==> src/lps_pkg.sv <==
// ----------------------------------------------------------------------------
// lps_pkg: shared types and constants for the line pixel stepper
// Coordinate width, queue sizing, direction and opcode codes, and the
// queue entry that carries a classified item from the front to the back.
// ----------------------------------------------------------------------------
package lps_pkg;

  localparam int COORD_BITS  = 12;  // internal coordinate width, 8 to 16
  localparam int FIELD_BITS  = 12;  // width of coordinate ports
  localparam int COLOR_BITS  = 16;
  localparam int QUEUE_DEPTH = 2;
  localparam int QPTR_BITS   = (QUEUE_DEPTH > 1) ? $clog2(QUEUE_DEPTH) : 1;
  localparam int QCNT_BITS   = $clog2(QUEUE_DEPTH + 1);
  localparam int CFG_IDX_BITS = 2;
  localparam int CFG_DATA_BITS = 16;

  typedef logic [FIELD_BITS-1:0] field_t;
  typedef logic [COORD_BITS-1:0] coord_t;
  typedef logic [COORD_BITS:0]   err_t;
  typedef logic [COORD_BITS:0]   cnt_t;
  typedef logic [COLOR_BITS-1:0] color_t;

  typedef enum logic [1:0] {
    DIR_NONE  = 2'd0,
    DIR_PLUS  = 2'd1,
    DIR_MINUS = 2'd3
  } dir_t;

  typedef enum logic {
    OP_START = 1'b0,
    OP_STEP  = 1'b1
  } op_t;

  typedef enum logic [CFG_IDX_BITS-1:0] {
    CFG_MIRROR = 2'd0,
    CFG_WIDTH  = 2'd1,
    CFG_COLOR  = 2'd2
  } cfg_idx_t;

  localparam field_t WIDTH_RESET = field_t'(320);

  typedef struct packed {
    logic   is_start;
    dir_t   dir_x;
    dir_t   dir_y;
    coord_t start_col;
    coord_t start_row;
    coord_t abs_dx;
    coord_t abs_dy;
    coord_t major;
  } qentry_t;

  typedef struct packed {
    logic   mirror;
    field_t panel_width;
    color_t pen_color;
  } cfg_t;

  // Zero-extend or truncate a port field to the coordinate width.
  function automatic coord_t to_coord(field_t v);
    logic [COORD_BITS+FIELD_BITS-1:0] wide;
    wide = {{COORD_BITS{1'b0}}, v};
    return wide[COORD_BITS-1:0];
  endfunction

  // Zero-extend or truncate a coordinate to the port width.
  function automatic field_t to_field(coord_t c);
    logic [COORD_BITS+FIELD_BITS-1:0] wide;
    wide = {{FIELD_BITS{1'b0}}, c};
    return wide[FIELD_BITS-1:0];
  endfunction

endpackage

==> src/lps_front.sv <==
// ----------------------------------------------------------------------------
// lps_front: item intake and classification
// Decodes the opcode and, for a start item, works out step directions,
// absolute deltas and the major distance before the item is queued.
// ----------------------------------------------------------------------------
module lps_front (
  input  logic            in_valid,
  output logic            in_ready,
  input  logic            in_op,
  input  lps_pkg::field_t in_start_x,
  input  lps_pkg::field_t in_start_y,
  input  lps_pkg::field_t in_end_x,
  input  lps_pkg::field_t in_end_y,
  input  logic            q_ready,
  output logic            q_push,
  output lps_pkg::qentry_t q_entry
);
  import lps_pkg::*;

  coord_t sx, sy, ex, ey;
  coord_t adx, ady;
  dir_t   dx_dir, dy_dir;

  assign sx = to_coord(in_start_x);
  assign sy = to_coord(in_start_y);
  assign ex = to_coord(in_end_x);
  assign ey = to_coord(in_end_y);

  always_comb begin
    adx = (ex >= sx) ? coord_t'(ex - sx) : coord_t'(sx - ex);
    ady = (ey >= sy) ? coord_t'(ey - sy) : coord_t'(sy - ey);
    if (ex > sx) begin
      dx_dir = DIR_PLUS;
    end else if (ex < sx) begin
      dx_dir = DIR_MINUS;
    end else begin
      dx_dir = DIR_NONE;
    end
    if (ey > sy) begin
      dy_dir = DIR_PLUS;
    end else if (ey < sy) begin
      dy_dir = DIR_MINUS;
    end else begin
      dy_dir = DIR_NONE;
    end
  end

  assign in_ready = q_ready;
  assign q_push   = in_valid && q_ready;

  always_comb begin
    q_entry.is_start  = (op_t'(in_op) == OP_START);
    q_entry.dir_x     = dx_dir;
    q_entry.dir_y     = dy_dir;
    q_entry.start_col = sx;
    q_entry.start_row = sy;
    q_entry.abs_dx    = adx;
    q_entry.abs_dy    = ady;
    q_entry.major     = (adx > ady) ? adx : ady;
  end

endmodule

==> src/lps_queue.sv <==
// ----------------------------------------------------------------------------
// lps_queue: short item queue between front and back
// Circular buffer of classified items; push when not full, pop from head.
// ----------------------------------------------------------------------------
module lps_queue (
  input  logic             clk,
  input  logic             rst_n,
  input  logic             push,
  input  lps_pkg::qentry_t push_entry,
  output logic             push_ready,
  input  logic             pop,
  output logic             head_valid,
  output lps_pkg::qentry_t head_entry
);
  import lps_pkg::*;

  qentry_t                mem_r [QUEUE_DEPTH];
  logic [QPTR_BITS-1:0]   wr_ptr_r, wr_ptr_nxt;
  logic [QPTR_BITS-1:0]   rd_ptr_r, rd_ptr_nxt;
  logic [QCNT_BITS-1:0]   count_r, count_nxt;
  logic                   do_pop;

  localparam logic [QPTR_BITS-1:0] PTR_LAST = QPTR_BITS'(QUEUE_DEPTH - 1);
  localparam logic [QCNT_BITS-1:0] CNT_FULL = QCNT_BITS'(QUEUE_DEPTH);

  assign push_ready = (count_r != CNT_FULL);
  assign head_valid = (count_r != '0);
  assign head_entry = mem_r[rd_ptr_r];
  assign do_pop     = pop && head_valid;

  always_comb begin
    wr_ptr_nxt = wr_ptr_r;
    rd_ptr_nxt = rd_ptr_r;
    count_nxt  = count_r;
    if (push) begin
      wr_ptr_nxt = (wr_ptr_r == PTR_LAST) ? '0 : wr_ptr_r + 1'b1;
    end
    if (do_pop) begin
      rd_ptr_nxt = (rd_ptr_r == PTR_LAST) ? '0 : rd_ptr_r + 1'b1;
    end
    if (push && !do_pop) begin
      count_nxt = count_r + 1'b1;
    end else if (!push && do_pop) begin
      count_nxt = count_r - 1'b1;
    end
  end

  always_ff @(posedge clk) begin
    if (!rst_n) begin
      wr_ptr_r <= '0;
      rd_ptr_r <= '0;
      count_r  <= '0;
    end else begin
      wr_ptr_r <= wr_ptr_nxt;
      rd_ptr_r <= rd_ptr_nxt;
      count_r  <= count_nxt;
    end
  end

  always_ff @(posedge clk) begin
    if (push) begin
      mem_r[wr_ptr_r] <= push_entry;
    end
  end

endmodule

==> src/lps_back.sv <==
// ----------------------------------------------------------------------------
// lps_back: line stepper and pixel output register
// Loads a line on a start item; on each step item of an active line emits
// one pixel and advances the two error accumulators and the current position.
// ----------------------------------------------------------------------------
module lps_back (
  input  logic             clk,
  input  logic             rst_n,
  input  logic             head_valid,
  input  lps_pkg::qentry_t head_entry,
  output logic             pop,
  input  lps_pkg::cfg_t    cfg,
  output logic             out_valid,
  input  logic             out_ready,
  output lps_pkg::field_t  out_pixel_col,
  output lps_pkg::field_t  out_pixel_row,
  output lps_pkg::color_t  out_pixel_color,
  output logic             out_last_pixel
);
  import lps_pkg::*;

  function automatic coord_t move_axis(coord_t pos, dir_t dir);
    case (dir)
      DIR_PLUS:  return coord_t'(pos + 1'b1);
      DIR_MINUS: return coord_t'(pos - 1'b1);
      default:   return pos;
    endcase
  endfunction

  coord_t cur_col_r, cur_col_nxt;
  coord_t cur_row_r, cur_row_nxt;
  coord_t abs_dx_r, abs_dx_nxt;
  coord_t abs_dy_r, abs_dy_nxt;
  coord_t major_r, major_nxt;
  dir_t   dir_x_r, dir_x_nxt;
  dir_t   dir_y_r, dir_y_nxt;
  err_t   err_x_r, err_x_nxt;
  err_t   err_y_r, err_y_nxt;
  cnt_t   count_r, count_nxt;
  logic   busy_r, busy_nxt;

  logic   out_valid_r, out_valid_nxt;
  field_t col_r, col_nxt;
  field_t row_r, row_nxt;
  color_t color_r, color_nxt;
  logic   last_r, last_nxt;

  logic   out_free, do_step, is_last, x_move, y_move;
  err_t   err_x_sum, err_y_sum;
  coord_t out_col;

  assign out_free  = !out_valid_r || out_ready;
  assign pop       = head_valid && (head_entry.is_start || !busy_r || out_free);
  assign do_step   = head_valid && !head_entry.is_start && busy_r && out_free;

  assign err_x_sum = err_x_r + {1'b0, abs_dx_r};
  assign err_y_sum = err_y_r + {1'b0, abs_dy_r};
  assign x_move    = err_x_sum > {1'b0, major_r};
  assign y_move    = err_y_sum > {1'b0, major_r};
  assign is_last   = (count_r == cnt_t'({1'b0, major_r} + 1'b1));
  assign out_col   = cfg.mirror
                   ? coord_t'(to_coord(cfg.panel_width) - coord_t'(1) - cur_col_r)
                   : cur_col_r;

  always_comb begin
    cur_col_nxt   = cur_col_r;
    cur_row_nxt   = cur_row_r;
    abs_dx_nxt    = abs_dx_r;
    abs_dy_nxt    = abs_dy_r;
    major_nxt     = major_r;
    dir_x_nxt     = dir_x_r;
    dir_y_nxt     = dir_y_r;
    err_x_nxt     = err_x_r;
    err_y_nxt     = err_y_r;
    count_nxt     = count_r;
    busy_nxt      = busy_r;
    out_valid_nxt = out_valid_r && !out_ready;
    col_nxt       = col_r;
    row_nxt       = row_r;
    color_nxt     = color_r;
    last_nxt      = last_r;

    if (head_valid && head_entry.is_start) begin
      // load a new line, dropping any line in progress
      cur_col_nxt = head_entry.start_col;
      cur_row_nxt = head_entry.start_row;
      abs_dx_nxt  = head_entry.abs_dx;
      abs_dy_nxt  = head_entry.abs_dy;
      major_nxt   = head_entry.major;
      dir_x_nxt   = head_entry.dir_x;
      dir_y_nxt   = head_entry.dir_y;
      err_x_nxt   = '0;
      err_y_nxt   = '0;
      count_nxt   = '0;
      busy_nxt    = 1'b1;
    end else if (do_step) begin
      out_valid_nxt = 1'b1;
      col_nxt       = to_field(out_col);
      row_nxt       = to_field(cur_row_r);
      color_nxt     = cfg.pen_color;
      last_nxt      = is_last;
      err_x_nxt     = x_move ? err_t'(err_x_sum - {1'b0, major_r}) : err_x_sum;
      err_y_nxt     = y_move ? err_t'(err_y_sum - {1'b0, major_r}) : err_y_sum;
      if (x_move) begin
        cur_col_nxt = move_axis(cur_col_r, dir_x_r);
      end
      if (y_move) begin
        cur_row_nxt = move_axis(cur_row_r, dir_y_r);
      end
      count_nxt = count_r + 1'b1;
      if (is_last) begin
        busy_nxt = 1'b0;
      end
    end
  end

  always_ff @(posedge clk) begin
    if (!rst_n) begin
      busy_r      <= 1'b0;
      out_valid_r <= 1'b0;
    end else begin
      busy_r      <= busy_nxt;
      out_valid_r <= out_valid_nxt;
    end
  end

  always_ff @(posedge clk) begin
    cur_col_r <= cur_col_nxt;
    cur_row_r <= cur_row_nxt;
    abs_dx_r  <= abs_dx_nxt;
    abs_dy_r  <= abs_dy_nxt;
    major_r   <= major_nxt;
    dir_x_r   <= dir_x_nxt;
    dir_y_r   <= dir_y_nxt;
    err_x_r   <= err_x_nxt;
    err_y_r   <= err_y_nxt;
    count_r   <= count_nxt;
    col_r     <= col_nxt;
    row_r     <= row_nxt;
    color_r   <= color_nxt;
    last_r    <= last_nxt;
  end

  assign out_valid       = out_valid_r;
  assign out_pixel_col   = col_r;
  assign out_pixel_row   = row_r;
  assign out_pixel_color = color_r;
  assign out_last_pixel  = last_r;

endmodule

==> src/line_pixel_stepper_top.sv <==
// ----------------------------------------------------------------------------
// line_pixel_stepper_top: error-accumulator line rasterizer
// Turns start and step items into panel pixel addresses with pen color.
// ----------------------------------------------------------------------------
// Usage:
//   Input channel (in_*): a transfer with in_op = start loads the two
//   endpoints and produces no pixel; a transfer with in_op = step produces
//   one pixel while a line is active and nothing otherwise. A line gives
//   max(|dx|,|dy|) + 2 pixels, the final one flagged by out_last_pixel.
//   Output channel (out_*): one pixel per transfer, held in an output
//   register until taken.
//   Config channel (cfg_*): always ready; index 0 mirror enable, 1 panel
//   width, 2 pen color. Write only while no line work is pending.
// Timing:
//   An accepted step is written into the item queue, waits at its head and
//   is then loaded into the output register, from which it shows on out_*.
//   Throughput is one item per cycle while the receiver takes every pixel,
//   set by the registered error update in the back stepper. When the receiver
//   stalls, the output register holds, the two-entry queue fills and
//   in_ready drops; it rises again in the cycle after the receiver takes
//   a pixel.
// Reset (rst_n low, synchronous): queue emptied, no line active,
//   out_valid low, mirroring off, width 320, pen color 0.
// ----------------------------------------------------------------------------
module line_pixel_stepper_top (
  input  logic                              clk,
  input  logic                              rst_n,
  // item input
  input  logic                              in_valid,
  output logic                              in_ready,
  input  logic                              in_op,
  input  lps_pkg::field_t                   in_start_x,
  input  lps_pkg::field_t                   in_start_y,
  input  lps_pkg::field_t                   in_end_x,
  input  lps_pkg::field_t                   in_end_y,
  // pixel output
  output logic                              out_valid,
  input  logic                              out_ready,
  output lps_pkg::field_t                   out_pixel_col,
  output lps_pkg::field_t                   out_pixel_row,
  output lps_pkg::color_t                   out_pixel_color,
  output logic                              out_last_pixel,
  // configuration writes
  input  logic                              cfg_valid,
  output logic                              cfg_ready,
  input  logic [lps_pkg::CFG_IDX_BITS-1:0]  cfg_index,
  input  logic [lps_pkg::CFG_DATA_BITS-1:0] cfg_data
);
  import lps_pkg::*;

  // configuration registers
  logic   mirror_r, mirror_nxt;
  field_t width_r, width_nxt;
  color_t color_r, color_nxt;
  cfg_t   cfg;

  // front to queue, queue to back
  logic    q_push, q_ready, q_pop, q_head_valid;
  qentry_t q_entry, q_head;

  assign cfg_ready = 1'b1;

  // decode a config transfer; unknown indexes are dropped
  always_comb begin
    mirror_nxt = mirror_r;
    width_nxt  = width_r;
    color_nxt  = color_r;
    if (cfg_valid) begin
      case (cfg_idx_t'(cfg_index))
        CFG_MIRROR: mirror_nxt = cfg_data[0];
        CFG_WIDTH:  width_nxt  = cfg_data[FIELD_BITS-1:0];
        CFG_COLOR:  color_nxt  = cfg_data[COLOR_BITS-1:0];
        default:    ;
      endcase
    end
  end

  always_ff @(posedge clk) begin
    if (!rst_n) begin
      mirror_r <= 1'b0;
      width_r  <= WIDTH_RESET;
      color_r  <= '0;
    end else begin
      mirror_r <= mirror_nxt;
      width_r  <= width_nxt;
      color_r  <= color_nxt;
    end
  end

  assign cfg.mirror      = mirror_r;
  assign cfg.panel_width = width_r;
  assign cfg.pen_color   = color_r;

  // classify and precompute start items
  lps_front u_front (
    .in_valid   (in_valid),
    .in_ready   (in_ready),
    .in_op      (in_op),
    .in_start_x (in_start_x),
    .in_start_y (in_start_y),
    .in_end_x   (in_end_x),
    .in_end_y   (in_end_y),
    .q_ready    (q_ready),
    .q_push     (q_push),
    .q_entry    (q_entry)
  );

  // decouple intake from the stepper
  lps_queue u_queue (
    .clk        (clk),
    .rst_n      (rst_n),
    .push       (q_push),
    .push_entry (q_entry),
    .push_ready (q_ready),
    .pop        (q_pop),
    .head_valid (q_head_valid),
    .head_entry (q_head)
  );

  // step the line and drive the pixel register
  lps_back u_back (
    .clk             (clk),
    .rst_n           (rst_n),
    .head_valid      (q_head_valid),
    .head_entry      (q_head),
    .pop             (q_pop),
    .cfg             (cfg),
    .out_valid       (out_valid),
    .out_ready       (out_ready),
    .out_pixel_col   (out_pixel_col),
    .out_pixel_row   (out_pixel_row),
    .out_pixel_color (out_pixel_color),
    .out_last_pixel  (out_last_pixel)
  );

endmodule

==> config.mk <==
export PLATFORM = sky130hd
export DESIGN_NAME = line_pixel_stepper_top
export DESIGN_NICKNAME = d
export VERILOG_FILES = /design/src/lps_pkg.sv /design/src/lps_front.sv /design/src/lps_queue.sv /design/src/lps_back.sv /design/src/line_pixel_stepper_top.sv
export SDC_FILE = /design/constraint.sdc
export NUM_CORES = 1
export LEC_CHECK = 0
export ABC_AREA = 1
export BUFFER_PORTS_ARGS = -buffer_cell sky130_fd_sc_hd__buf_4
export CAP_MARGIN = 20
export CORE_MARGIN = 4
export CORE_UTILIZATION = 60
export CTS_CLUSTER_SIZE = 40
export DETAILED_ROUTE_END_ITERATION = 12
export GPL_ROUTABILITY_DRIVEN = 0
export HOLD_SLACK_MARGIN = 0.1
export PLACE_DENSITY = 0.88
export SETUP_SLACK_MARGIN = 0.3
export SLEW_MARGIN = 20
export SYNTH_ARGS = -nofsm -noshare
export SYNTH_HDL_FRONTEND = slang
export SYNTH_HIERARCHICAL = 1
export SYNTH_SLANG_ARGS = --single-unit
==> constraint.sdc <==
create_clock -name clk -period 7.4 [get_ports clk]
set_input_delay 1.11 -clock clk [delete_from_list [all_inputs] [get_ports clk]]
set_output_delay 1.11 -clock clk [all_outputs]
set_load 0.005 [all_outputs]
==> results_dict.tcl <==
set metrics [dict create \
    drv_slew 0 \
    grt_usage_pct 26.2 \
    synth_edf_count 235 \
    asyncSetResetFlopFracSynth_pct 0 \
    placeableCoreArea_um2 32900 \
    max_freq_ghz 0.210 \
    tns_ps 0 \
    synth_top_area_cell "edfxtp_1" \
    initial_utilization_pct 61.5 \
    antenna_found_initial 0 \
    routedWlPerCell_um 16.7 \
    fraction_of_layout_cells_with_a_size_suffix_above_1_pct 13.6 \
    power.density_nw_per_um2 430 \
    first_global_vias 16019 \
    pin_count_of_the_biggest_net_entering_global_routing 84 \
    run_status "finished, final reports clean" \
    grt_setup_unrepaired "no" \
    area_growth_pct 9.80 \
    fin_nets 2676 \
    num_rows 66 \
    dieWidth_um 192 \
    post-dp-hpwl_mm 35.9 \
    internal_reg_to_reg_setup_slack_ps 3240 \
    wl_mm 48.6 \
    numPlacedInstances 2859 \
    cts_buffers 34 \
    cp-start-kind "input port" \
    antennaDiodeCount 0 \
    end_kind "flip-flop" \
    grt_first_pass_wirelength_mm 78.8 \
    netlist-cell-type-count 49 \
    fill_cells 2423 \
    drt_first_iter_violations 1761 \
    dr.pass1.iters 8 \
    nets_in_the_synthesized_netlist 2593 \
    i_o_pin_count 116 \
    final.period_utilization_pct 64.5 \
    worst-endpoint-required_ps 7750 \
    synth-seq-cells 310 \
    post-synth-top-area-fraction_pct 34.9 \
    syn_area_um2 20200 \
    hold_path.class "flip-flop to flip-flop" \
    setup_violations 0 \
    timing.critical_path.arrival_ps 5130 \
    cts_tree "done" \
    post-cts-setup-buffer-count 0 \
    clock_sink_count 310 \
    drc_errors 0 \
    max_slew_margin_pct 30.3 \
    buffer_ports.inserted 114 \
    synth_flop_cell "edfxtp_1" \
    cts_hold_buffers 0 \
    timing.setup.critical_path_class "input port to flip-flop" \
    top_post_synthesis_cells_by_area "edfxtp_1, nand2_1, ha_1, dfxtp_1, inv_1" \
    cts.root.buffer_cell "clkbuf_16" \
    period_minus_slack_ps 4770 \
    chipHeight_um 192 \
    dr_total_vias 16687 \
    grt_overflow 0 \
    cts-root-to-sink-buffers 3 \
    p_leak_nw 10.4 \
    die_area_um2 36700 \
    crit_fanout 13 \
    synth-warning-count 6 \
    post_layout_nonfiller_instances 2916 \
    yosysSeqAreaShare_pct 42.3 \
    h-tree-depth 2 \
    slew_at_the_pin_closest_to_its_max_slew_limit_ps 1040 \
    via_per_inst 5.72 \
    synth.cells.most_frequent "nand2_1, inv_1, edfxtp_1" \
    postRouteAntennaNets 0 \
    clk_pin_slew_worst_paths_ps 60 \
    synthCells 2370 \
    report.final.hold_viol_count 0 \
    ir_drop_mv 0.271 \
    syn-mean-instance-area_um2 8.53 \
    post_cts_resize_count 0 \
    clock_latency_ps 530 \
    synth_most_common_cell "nand2_1" \
    finalClockSkew_ps 25.2 \
    maxCapViolations 0 \
]
## sequential cells by signal (all words and copies together), names as in the netlist, 13 cells and up, named ones only
signal,flops
u_back/err_y_r,13
u_back/count_r,13
u_queue/mem_r,130
color_r,16
u_back/err_x_r,13
u_back/out_pixel_color,16
## cell type report
cell class / count / area, um^2 / share of cell area [%]
timing repair buffer: 120 / 901 / 4.06
inverter: 353 / 1330 / 5.97
clock buffer: 43 / 927 / 4.18
tap: 442 / 553 / 2.49
clock inverter: 14 / 104 / 0.468
multi-input combinational: 1634 / 9830 / 44.3
sequential: 310 / 8560 / 38.6
## stage by stage
| step | hold slack (ps) | setup slack [ps] | instance area, um^2 | utilization, % | power (W) |
|---|---|---|---|---|---|
| floorplan | 408 | 2880 | 20200 | - | 0.00677 |
| global placement | 411 | 2630 | 21200 | 64.4 | 0.00754 |
| finish | 429 | 2630 | 22200 | 67.6 | 0.00955 |
| global route | 433 | 2410 | 22200 | 67.6 | 0.0102 |
| detailed placement | 416 | 2340 | 21200 | 64.4 | 0.00778 |
| CTS | 431 | 2780 | 22200 | 67.6 | 0.00945 |
## worst paths after layout
path | cells past startpoint | endpoint | startpoint
min reg2reg | 0 | u_back/out_pixel_color[6] | color_r[6]
min | 0 | u_back/out_pixel_color[6] | color_r[6]
max | 21 | u_queue/mem_r[1][7] | in_end_x[0]
max reg2reg | 21 | u_back/cur_col_r[3] | u_back/abs_dx_r[0]
## layer usage
metal | up-vias | routed length (um) | global-route usage [%]
li1 | 7956 | - | -
met1 | 7620 | 19600 | 34.1
met2 | 937 | 22700 | 44.3
met3 | 174 | 4060 | 3.38
met4 | 0 | 2240 | 11.1
met5 | - | 0 | 0
## power breakdown
group          switching [W]  internal, W
Clock               0.000671     0.000894
Combinational        0.00340      0.00186
Sequential          0.000259      0.00247
## kinds of logic (layout without fill, tap and decap cells)
logic type	Yosys count	count (layout)	synth area share (%)
and+or+nand+nor	1138	1138	25.4
buffers and inverters	426	530	9.13
DFF	310	310	42.3
AOI/OAI and AO/OA	201	201	5.48
adders and majority gates	151	151	9.75
xor gates and xnor gates	78	78	3.38
muxes	65	65	4.55
other	1	1	0.0185
## cell usage in the layout, fill, tap and decap left out, types with 6 or more instances in the layout
cell       count
mux2_2        15
clkbuf_1       7
mux2_4        50
ha_1         140
nor2_1       165
fa_1          11
inv_2         11
and2_1        12
edfxtp_1     235
inv_1        341
nand2_2       23
nand3_2       32
nand2_1      606
a21oi_1       84
a31oi_1       13
xnor2_1       28
nand4_1       65
buf_4        120
nor2_2         9
o21bai_1      10
nand3_1      185
clkbuf_16     36
nor3_1        15
o21ai_0       68
nor2_4         6
xor2_1        50
dfxtp_1       74
## worst max-delay path, stage by stage
cell and delay, ps:
buf_4 120, inv_1 60, ha_1 160, inv_1 100, fa_1 460, nand2_1 110, nand2_1 100, nand3_1 120
nand3_2 100, nor2_2 430, nand3_1 170, and2_1 220, ha_1 310, nand2_1 90, nor2_1 190, nand2_1 90
a21oi_1 190, nor2_1 100, nor2_2 520, nand3_1 220, nand2_1 170
(Power assumes the default switching activity.)
